--- src/dpds_pkg.sv ---
// Shared types and constants for the dual PID differential steering block.
package dpds_pkg;

    localparam int SPEED_W    = 15;
    localparam int GAIN_W     = 32;
    localparam int ERR_W      = 16;
    localparam int INT_W      = 32;
    localparam int TERM_W     = 64;
    localparam int FRAC_SHIFT = 16;
    localparam int ADDR_W     = 5;
    localparam int DATA_W     = 32;

    localparam logic signed [ERR_W-1:0]  ANGLE_WINDOW = 16'sd70;
    localparam logic signed [ERR_W-1:0]  DISP_WINDOW  = 16'sd320;
    localparam logic signed [ERR_W:0]    DISP_BIAS    = 17'sd20;

    localparam logic [SPEED_W-1:0]       BASE_SPEED_RST = 15'd8192;
    localparam logic [SPEED_W-1:0]       SPEED_MAX_RST  = 15'd19661;
    localparam logic signed [GAIN_W-1:0] ANGLE_KP_RST   = 32'sd2147484;
    localparam logic signed [GAIN_W-1:0] ANGLE_KI_RST   = 32'sd0;
    localparam logic signed [GAIN_W-1:0] ANGLE_KD_RST   = 32'sd42950;
    localparam logic signed [GAIN_W-1:0] DISP_KP_RST    = 32'sd254477;
    localparam logic signed [GAIN_W-1:0] DISP_KI_RST    = 32'sd0;
    localparam logic signed [GAIN_W-1:0] DISP_KD_RST    = 32'sd80531;

    typedef enum logic [2:0] {
        REG_BASE_SPEED = 3'd0,
        REG_SPEED_MAX  = 3'd1,
        REG_ANGLE_KP   = 3'd2,
        REG_ANGLE_KI   = 3'd3,
        REG_ANGLE_KD   = 3'd4,
        REG_DISP_KP    = 3'd5,
        REG_DISP_KI    = 3'd6,
        REG_DISP_KD    = 3'd7
    } reg_idx_t;

    typedef struct packed {
        logic [SPEED_W-1:0]       base_speed;
        logic [SPEED_W-1:0]       speed_max;
        logic signed [GAIN_W-1:0] angle_kp;
        logic signed [GAIN_W-1:0] angle_ki;
        logic signed [GAIN_W-1:0] angle_kd;
        logic signed [GAIN_W-1:0] disp_kp;
        logic signed [GAIN_W-1:0] disp_ki;
        logic signed [GAIN_W-1:0] disp_kd;
    } cfg_t;

endpackage

--- src/dpds_regs.sv ---
// APB configuration register file for the steering block.
module dpds_regs
    import dpds_pkg::*;
(
    input  logic              clk,
    input  logic              rst_n,
    input  logic              psel,
    input  logic              penable,
    input  logic              pwrite,
    input  logic [ADDR_W-1:0] paddr,
    input  logic [DATA_W-1:0] pwdata,
    output logic [DATA_W-1:0] prdata,
    output logic              pready,
    output cfg_t              cfg
);

    cfg_t     cfg_reg;
    cfg_t     cfg_next;
    reg_idx_t idx;
    logic     wr_en;

    assign pready = 1'b1;
    assign idx    = reg_idx_t'(paddr[ADDR_W-1:2]);
    assign wr_en  = psel && penable && pwrite && pready;
    assign cfg    = cfg_reg;

    always_comb
    begin
        cfg_next = cfg_reg;
        if (wr_en)
        begin
            case (idx)
                REG_BASE_SPEED: cfg_next.base_speed = pwdata[SPEED_W-1:0];
                REG_SPEED_MAX:  cfg_next.speed_max  = pwdata[SPEED_W-1:0];
                REG_ANGLE_KP:   cfg_next.angle_kp   = $signed(pwdata);
                REG_ANGLE_KI:   cfg_next.angle_ki   = $signed(pwdata);
                REG_ANGLE_KD:   cfg_next.angle_kd   = $signed(pwdata);
                REG_DISP_KP:    cfg_next.disp_kp    = $signed(pwdata);
                REG_DISP_KI:    cfg_next.disp_ki    = $signed(pwdata);
                REG_DISP_KD:    cfg_next.disp_kd    = $signed(pwdata);
                default:        cfg_next = cfg_reg;
            endcase
        end
    end

    always_comb
    begin
        case (idx)
            REG_BASE_SPEED: prdata = {{(DATA_W-SPEED_W){1'b0}}, cfg_reg.base_speed};
            REG_SPEED_MAX:  prdata = {{(DATA_W-SPEED_W){1'b0}}, cfg_reg.speed_max};
            REG_ANGLE_KP:   prdata = cfg_reg.angle_kp;
            REG_ANGLE_KI:   prdata = cfg_reg.angle_ki;
            REG_ANGLE_KD:   prdata = cfg_reg.angle_kd;
            REG_DISP_KP:    prdata = cfg_reg.disp_kp;
            REG_DISP_KI:    prdata = cfg_reg.disp_ki;
            REG_DISP_KD:    prdata = cfg_reg.disp_kd;
            default:        prdata = '0;
        endcase
    end

    always_ff @(posedge clk or negedge rst_n)
    begin
        if (!rst_n)
        begin
            cfg_reg.base_speed <= BASE_SPEED_RST;
            cfg_reg.speed_max  <= SPEED_MAX_RST;
            cfg_reg.angle_kp   <= ANGLE_KP_RST;
            cfg_reg.angle_ki   <= ANGLE_KI_RST;
            cfg_reg.angle_kd   <= ANGLE_KD_RST;
            cfg_reg.disp_kp    <= DISP_KP_RST;
            cfg_reg.disp_ki    <= DISP_KI_RST;
            cfg_reg.disp_kd    <= DISP_KD_RST;
        end
        else
        begin
            cfg_reg <= cfg_next;
        end
    end

endmodule

--- config.mk ---
export PLATFORM = sky130hd
export DESIGN_NAME = dpds_regs
export DESIGN_NICKNAME = d
export VERILOG_FILES = /design/src/dpds_pkg.sv /design/src/dpds_regs.sv
export SDC_FILE = /design/constraint.sdc
export NUM_CORES = 1
export LEC_CHECK = 0
export BUFFER_PORTS_ARGS = -buffer_cell sky130_fd_sc_hd__buf_2
export CAP_MARGIN = 20
export CORE_MARGIN = 10
export CORE_UTILIZATION = 56
export CTS_CLUSTER_SIZE = 40
export DETAILED_ROUTE_END_ITERATION = 10
export HOLD_SLACK_MARGIN = 0.06
export PLACE_DENSITY = 0.82
export SLEW_MARGIN = 20
export SYNTH_ARGS = -nofsm -noshare
export SYNTH_HDL_FRONTEND = slang
export SYNTH_SLANG_ARGS = --single-unit
--- constraint.sdc ---
create_clock -name clk -period 3.3 [get_ports clk]
set_input_delay 0.165 -clock clk [delete_from_list [all_inputs] [get_ports clk]]
set_output_delay 0.165 -clock clk [all_outputs]
set_load 0.02 [all_outputs]
==> impl_metrics.yaml, run 1 <==
floorplanning:
  ios: 297
  dieWidth_um: 155
  fp.dieH_um: 155
  die_area_mm2: 0.0240
  coreArea_mm2: 0.0180
  start_util_pct: 56.9
  rows: 49
drt:
  drtPass1Iterations: 4
  drt_iter0_drc: 364
  postRouteAntennaNets: 0
  drt_wl_total_um: 31200
  vias_per_cell: 5.83
  wl_per_cell_um: 24.5
  vias: 7423
  drcViolationCount: 0
power:
  vdd_drop_max_mv: 0.577
  pwr_density_cell_mw_per_mm2: 690
  power.total_mw: 8.98
  power.leakage_nw: 6.52
cts:
  cts_root_buf: "clkbuf_16"
  cts_buffers: 24
  cts_tree: "done"
  cts_max_level: 1
  cts.path.max_buffers: 3
  cts.sinks: 222
  clock_latency_ns: 0.50
  clkTransAtPathRegs_ns: 0.06
  postCtsSetupBuffers: 0
critical_path:
  cp_slowest_cell: "or3_1"
  worst_setup_path_end_kind: "output port"
  critPathRequiredTime_ns: 3.13
  worstPathArrival_ns: 2.26
  reg2reg_slack_ns: 2.48
  cp_cell_sequence: "buf_4 -> buf_12 -> or3_1 -> o22a_1 -> buf_2"
  ff2ff_path_depth: 1
  worstPathMaxFanout: 43
  slowest_delay_ns: 0.69
  start_kind: "input port"
  crit_type: "in2out"
  rr_endpoint: "cfg[62]"
  r2r-start: "cfg[62]"
synthesis:
  syn_nets: 749
  yosysWarnings: 0
  syn_inst: 707
  synth_edf_count: 0
  synthFlopType: "dfrtp_1"
  yosysUniqueCellTypes: 34
  async_reset_ff_share_pct: 100
  synth.most_common_cell: "mux2_2"
  synth_area_mm2: 0.0102
  synth_commonest_cells: "mux2_2 (220), dfrtp_1 (178), mux2i_1 (75), dfstp_2 (44), buf_2 (28)"
  synth.top_cell.area_share_pct: 43.6
  synthTopCellsByArea: "dfrtp_1 (44%), mux2_2 (24%), dfstp_2 (11%)"
  syn_avg_cell_area_um2: 14.4
  seq_area_frac_synth_pct: 54.9
  ys_ff_latch: 222
  synth_top_area_cell: "dfrtp_1"
place:
  gp_congestion: 0.833
  io_buffers: 293
  hpwl_um: 21100
grt:
  grt_max_degree: 81
  grt_pass1_wl_um: 47600
  globalRouteOverflowTotal: 0
  antenna_found_initial: 0
  grt_pass1_vias: 7912
  track_usage_pct: 24.8
run:
  max_cap_violations: 0
layout:
  area_growth_pct: 27.5
  fin_nets: 1069
  antenna_cells: 0
  layout-drive-gt1-share_pct: 60.6
  largest_register_ffs: 222
hold_path:
  hp-class: "in2async"
sta:
  slew_violations: 0
  worstMarginPinSlew_ns: 0.957
  post-route-period-util_pct: 73.6
  rsz0062_at_grt: "false"
  skew_ns: 0
  setup_viol: 0
  max_freq_mhz: 412
  finalHoldViolCount: 0
  finalSetupTns_ns: 0
  maxSlewHeadroom_pct: 36.2
  fin_crit_ns: 2.43
outcome:
  status: "complete, no violations"
-- per-stage QoR --
step	cells	hold WS, ns	area (µm²)	util [%]	setup slack [ns]
2_1_floorplan	707	-0.131	10200	-	1.64
5_1_grt	1274	0.289	13000	72.5	0.815
6_report	1274	0.247	13000	72.5	0.872
3_3_place_gp	1197	0.240	11900	66.4	0.744
4_1_cts	1274	0.279	13000	72.5	0.901
3_5_place_dp	1197	0.247	11900	66.4	0.710
-- routing by layer --
metal	part of all wire [%]	track usage, %
met1	41	31.0
met3	7.0	6.15
met5	0	0
met4	3.3	8.82
met2	49	41.0
-- report_power, final --
| part | total [mW] | leakage, nW | internal, mW | switching (mW) |
|---|---|---|---|---|
| registers | 3.77 | 2.74 | 3.34 | 0.429 |
| clock network | 2.61 | 0.378 | 1.56 | 1.05 |
| logic | 2.61 | 3.41 | 1.06 | 1.55 |
| total | 8.98 | 6.52 | 5.96 | 3.02 |
-- cells in the final DEF (no fill, tap or decap), types with 2 or more instances in the layout --
cell / count
clkbuf_8: 5
o22a_1: 22
mux2_2: 220
clkbuf_1: 10
o2bb2ai_1: 5
a22oi_1: 2
buf_12: 4
dfrtp_1: 178
o21ai_0: 11
clkinv_2: 4
nor2_4: 5
a211oi_1: 2
o22ai_1: 15
nor3b_1: 2
nand2_1: 4
a221oi_1: 15
or3_1: 2
mux4_2: 2
buf_2: 291
mux2i_1: 75
clkbuf_16: 25
dfstp_2: 44
buf_4: 17
inv_1: 13
mux2_4: 10
a21oi_1: 2
dlygate4sd3_1: 33
a22o_1: 11
nand2b_1: 4
-- critical path: cells and delay by family --
family	cells	cell delay, ns
buffers and inverters	3	1.06
AND/OR/NAND/NOR	1	0.69
AO/OA/AOI/OAI	1	0.28
-- repair_timing --
action                    in CTS  in global routing
resized for setup              0                  0
hold buffers                  33                  0
hold endpoints to repair     295                  0
-- worst max-delay path by stage --
stage	from	to	slack [ns]
floorplan	paddr[3]	prdata[19]	1.64
global placement	paddr[3]	cfg[168]	0.74
detailed placement	paddr[3]	cfg[164]	0.71
CTS	paddr[3]	prdata[0]	0.90
global route	paddr[3]	prdata[0]	0.81
finish	paddr[3]	prdata[0]	0.87
-- cell families after synthesis --
logic type,count (synthesis),share of synthesized area (%)
other,1,0.0367
muxes,308,33.6
and+or+nand+nor,26,1.58
AOI/OAI and AO/OA,85,6.39
DFF,222,54.9
buffers and inverters,65,3.43
-- area by class of cell --
cell class	count	area (µm²)
Inverter	13	48.8
Clock buffer	39	718
Multi-Input combinational cell	420	4300
Fill cell	1237	4940
Tap cell	229	287
Timing Repair Buffer	346	2010
Sequential cell	222	5610
Clock inverter	5	50.0
Power figures use the tool's default switching activity.
==> inputs of run 2 (changes only) <==
--- a/config.mk
+++ b/config.mk
@@ -8,11 +8,11 @@
 export BUFFER_PORTS_ARGS = -buffer_cell sky130_fd_sc_hd__buf_2
 export CAP_MARGIN = 20
 export CORE_MARGIN = 10
-export CORE_UTILIZATION = 56
+export CORE_UTILIZATION = 47
 export CTS_CLUSTER_SIZE = 40
 export DETAILED_ROUTE_END_ITERATION = 10
 export HOLD_SLACK_MARGIN = 0.06
-export PLACE_DENSITY = 0.82
+export PLACE_DENSITY = 0.73
 export SLEW_MARGIN = 20
 export SYNTH_ARGS = -nofsm -noshare
 export SYNTH_HDL_FRONTEND = slang
==> constraint.sdc (replaced) <==
create_clock -name clk -period 2.1 [get_ports clk]
set_input_delay 0.105 -clock clk [delete_from_list [all_inputs] [get_ports clk]]
set_output_delay 0.105 -clock clk [all_outputs]
set_load 0.02 [all_outputs]
==> run 2 against run 1 <==
  * Sequential cell count unchanged
  * Utilization is 9.9 points lower
  * Critical path depth fell by 1
  * Register-to-register slack worse by 1.2 ns
  * Setup slack lost 0.63 ns
  * First-iteration DRC count increased by 3.6%
  * Sequential power is 57% higher
  * Clock power grew 57%
  * Cell area is 1.9% higher
  * Sequential share of layout area fell by 0.82 points
  * Via count increased by 0.11%
  * Clock skew unchanged
  * Critical endpoint is now prdata[10]
==> impl_metrics.yaml, run 2 (synthesis gave the netlist of run 1 again) <==
outcome:
  status: "complete, no violations"
place:
  io_buffers: 293
  gp_congestion: 0.819
  hpwl_um: 22200
cts:
  clkTransAtPathRegs_ns: 0.06
  cts_tree: "done"
  postCtsHoldBufs: 33
  cts_max_level: 1
  postCtsSetupBuffers: 0
  clock_latency_ns: 0.50
  cts.sinks: 222
  cts_buffers: 24
  postCtsResizedCells: 0
  cts_root_buf: "clkbuf_16"
  cts.path.max_buffers: 3
sta:
  skew_ns: 0
  post-route-period-util_pct: 88.6
  slew_violations: 0
  finalHoldViolCount: 0
  setup_viol: 0
  max_freq_mhz: 538
  finalSetupTns_ns: 0
  worstMarginPinSlew_ns: 0.619
  maxSlewHeadroom_pct: 58.6
  rsz0062_at_grt: "false"
  fin_crit_ns: 1.86
layout:
  layout-drive-gt1-share_pct: 61.4
  antenna_cells: 0
  largest_register_ffs: 222
  final_cell_mix: "buf_2 (291), mux2_2 (220), dfrtp_1 (178)"
  fin_nets: 1086
  area_growth_pct: 29.9
  final_common_cell: "buf_2"
  utilization_pct: 62.5
floorplanning:
  rows: 53
  dieWidth_um: 167
  ios: 297
  coreArea_mm2: 0.0212
  die_area_mm2: 0.0280
  fp.dieH_um: 167
  start_util_pct: 48.1
drt:
  drcViolationCount: 0
  postRouteAntennaNets: 0
  wl_per_cell_um: 23.7
  drt_wl_total_um: 31700
  drtPass1Iterations: 4
  drt_iter0_drc: 377
  vias_per_cell: 5.56
  vias: 7431
grt:
  grt_max_degree: 70
  grt_pass1_vias: 8083
  grt_pass1_wl_um: 49100
  antenna_found_initial: 1
  globalRouteOverflowTotal: 0
  track_usage_pct: 21.7
critical_path:
  crit_type: "reg2out"
  critPathRequiredTime_ns: 2.00
  start_kind: "flip-flop"
  worstPathMaxFanout: 3
  worst_setup_path_end_kind: "output port"
  worstPathArrival_ns: 1.75
  reg2reg_slack_ns: 1.28
hold_path:
  hp-class: "in2async"
run:
  max_cap_violations: 0
power:
  pwr_density_cell_mw_per_mm2: 1070
  power.leakage_nw: 6.63
  vdd_drop_max_mv: 0.570
==> run 2: cell types whose count changed in the layout (fill, tap and decap cells not counted) <==
cell	previous run	this run
buf_4	17	29
clkbuf_1	10	8
bufinv_16	1	0
buf_12	4	9
clkbuf_8	5	8
==> run 2: report_power, final <==
part	internal [mW]	total [mW]	switching [mW]
Sequential	5.25	5.91	0.660
Clock	2.43	4.10	1.67
Combinational	1.70	4.14	2.45
==> run 2: stage by stage <==
step | worst slack (ns) | hold WS (ns) | area (µm²) | power [mW] | instances
after floorplan | 0.562 | -0.191 | 10200 | 8.38 | 707
after global placement | 0.240 | 0.163 | 12200 | 10.0 | 1260
after detailed placement | 0.199 | 0.168 | 12200 | 10.1 | 1260
after CTS | 0.201 | 0.199 | 13300 | 14.3 | 1337
after global routing | 0.129 | 0.211 | 13300 | 14.8 | 1337
final | 0.240 | 0.178 | 13300 | 14.1 | 1337
==> run 2: layer usage <==
metal | share of wire [%] | global-route usage [%] | vias to the layer above
li1 | - | - | 3304
met1 | 41 | 26.3 | 3826
met2 | 49 | 37.0 | 236
met3 | 6.4 | 4.73 | 65
met4 | 3.8 | 8.18 | 0
met5 | 0 | 0 | -
==> run 2: area by class of cell <==
| cell class | count | area [µm²] |
|---|---|---|
| Fill cell | 1667 | 7950 |
| Sequential cell | 222 | 5610 |
| Multi-Input combinational cell | 420 | 4300 |
| Timing Repair Buffer | 363 | 2200 |
| Clock buffer | 40 | 752 |
| Tap cell | 275 | 344 |
| Inverter | 13 | 48.8 |
| Clock inverter | 4 | 20.0 |
==> run 2: final timing paths <==
check                      startpoint          to  cells after the start
setup / recovery             cfg[106]  prdata[10]                      4
hold / removal                  rst_n     cfg[17]                      2
setup reg to reg              cfg[85]     cfg[85]                      1
hold reg to reg              cfg[161]    cfg[161]                      1
max in group asynchronous       rst_n    cfg[170]                      3
min in group clk               pwrite     cfg[18]                      4
==> run 2: critical path: stages, from the launching register on <==
cell      delay, ns
dfstp_2        0.54
mux2i_1        0.07
a221oi_1       0.31
o22a_1         0.17
buf_2          0.16
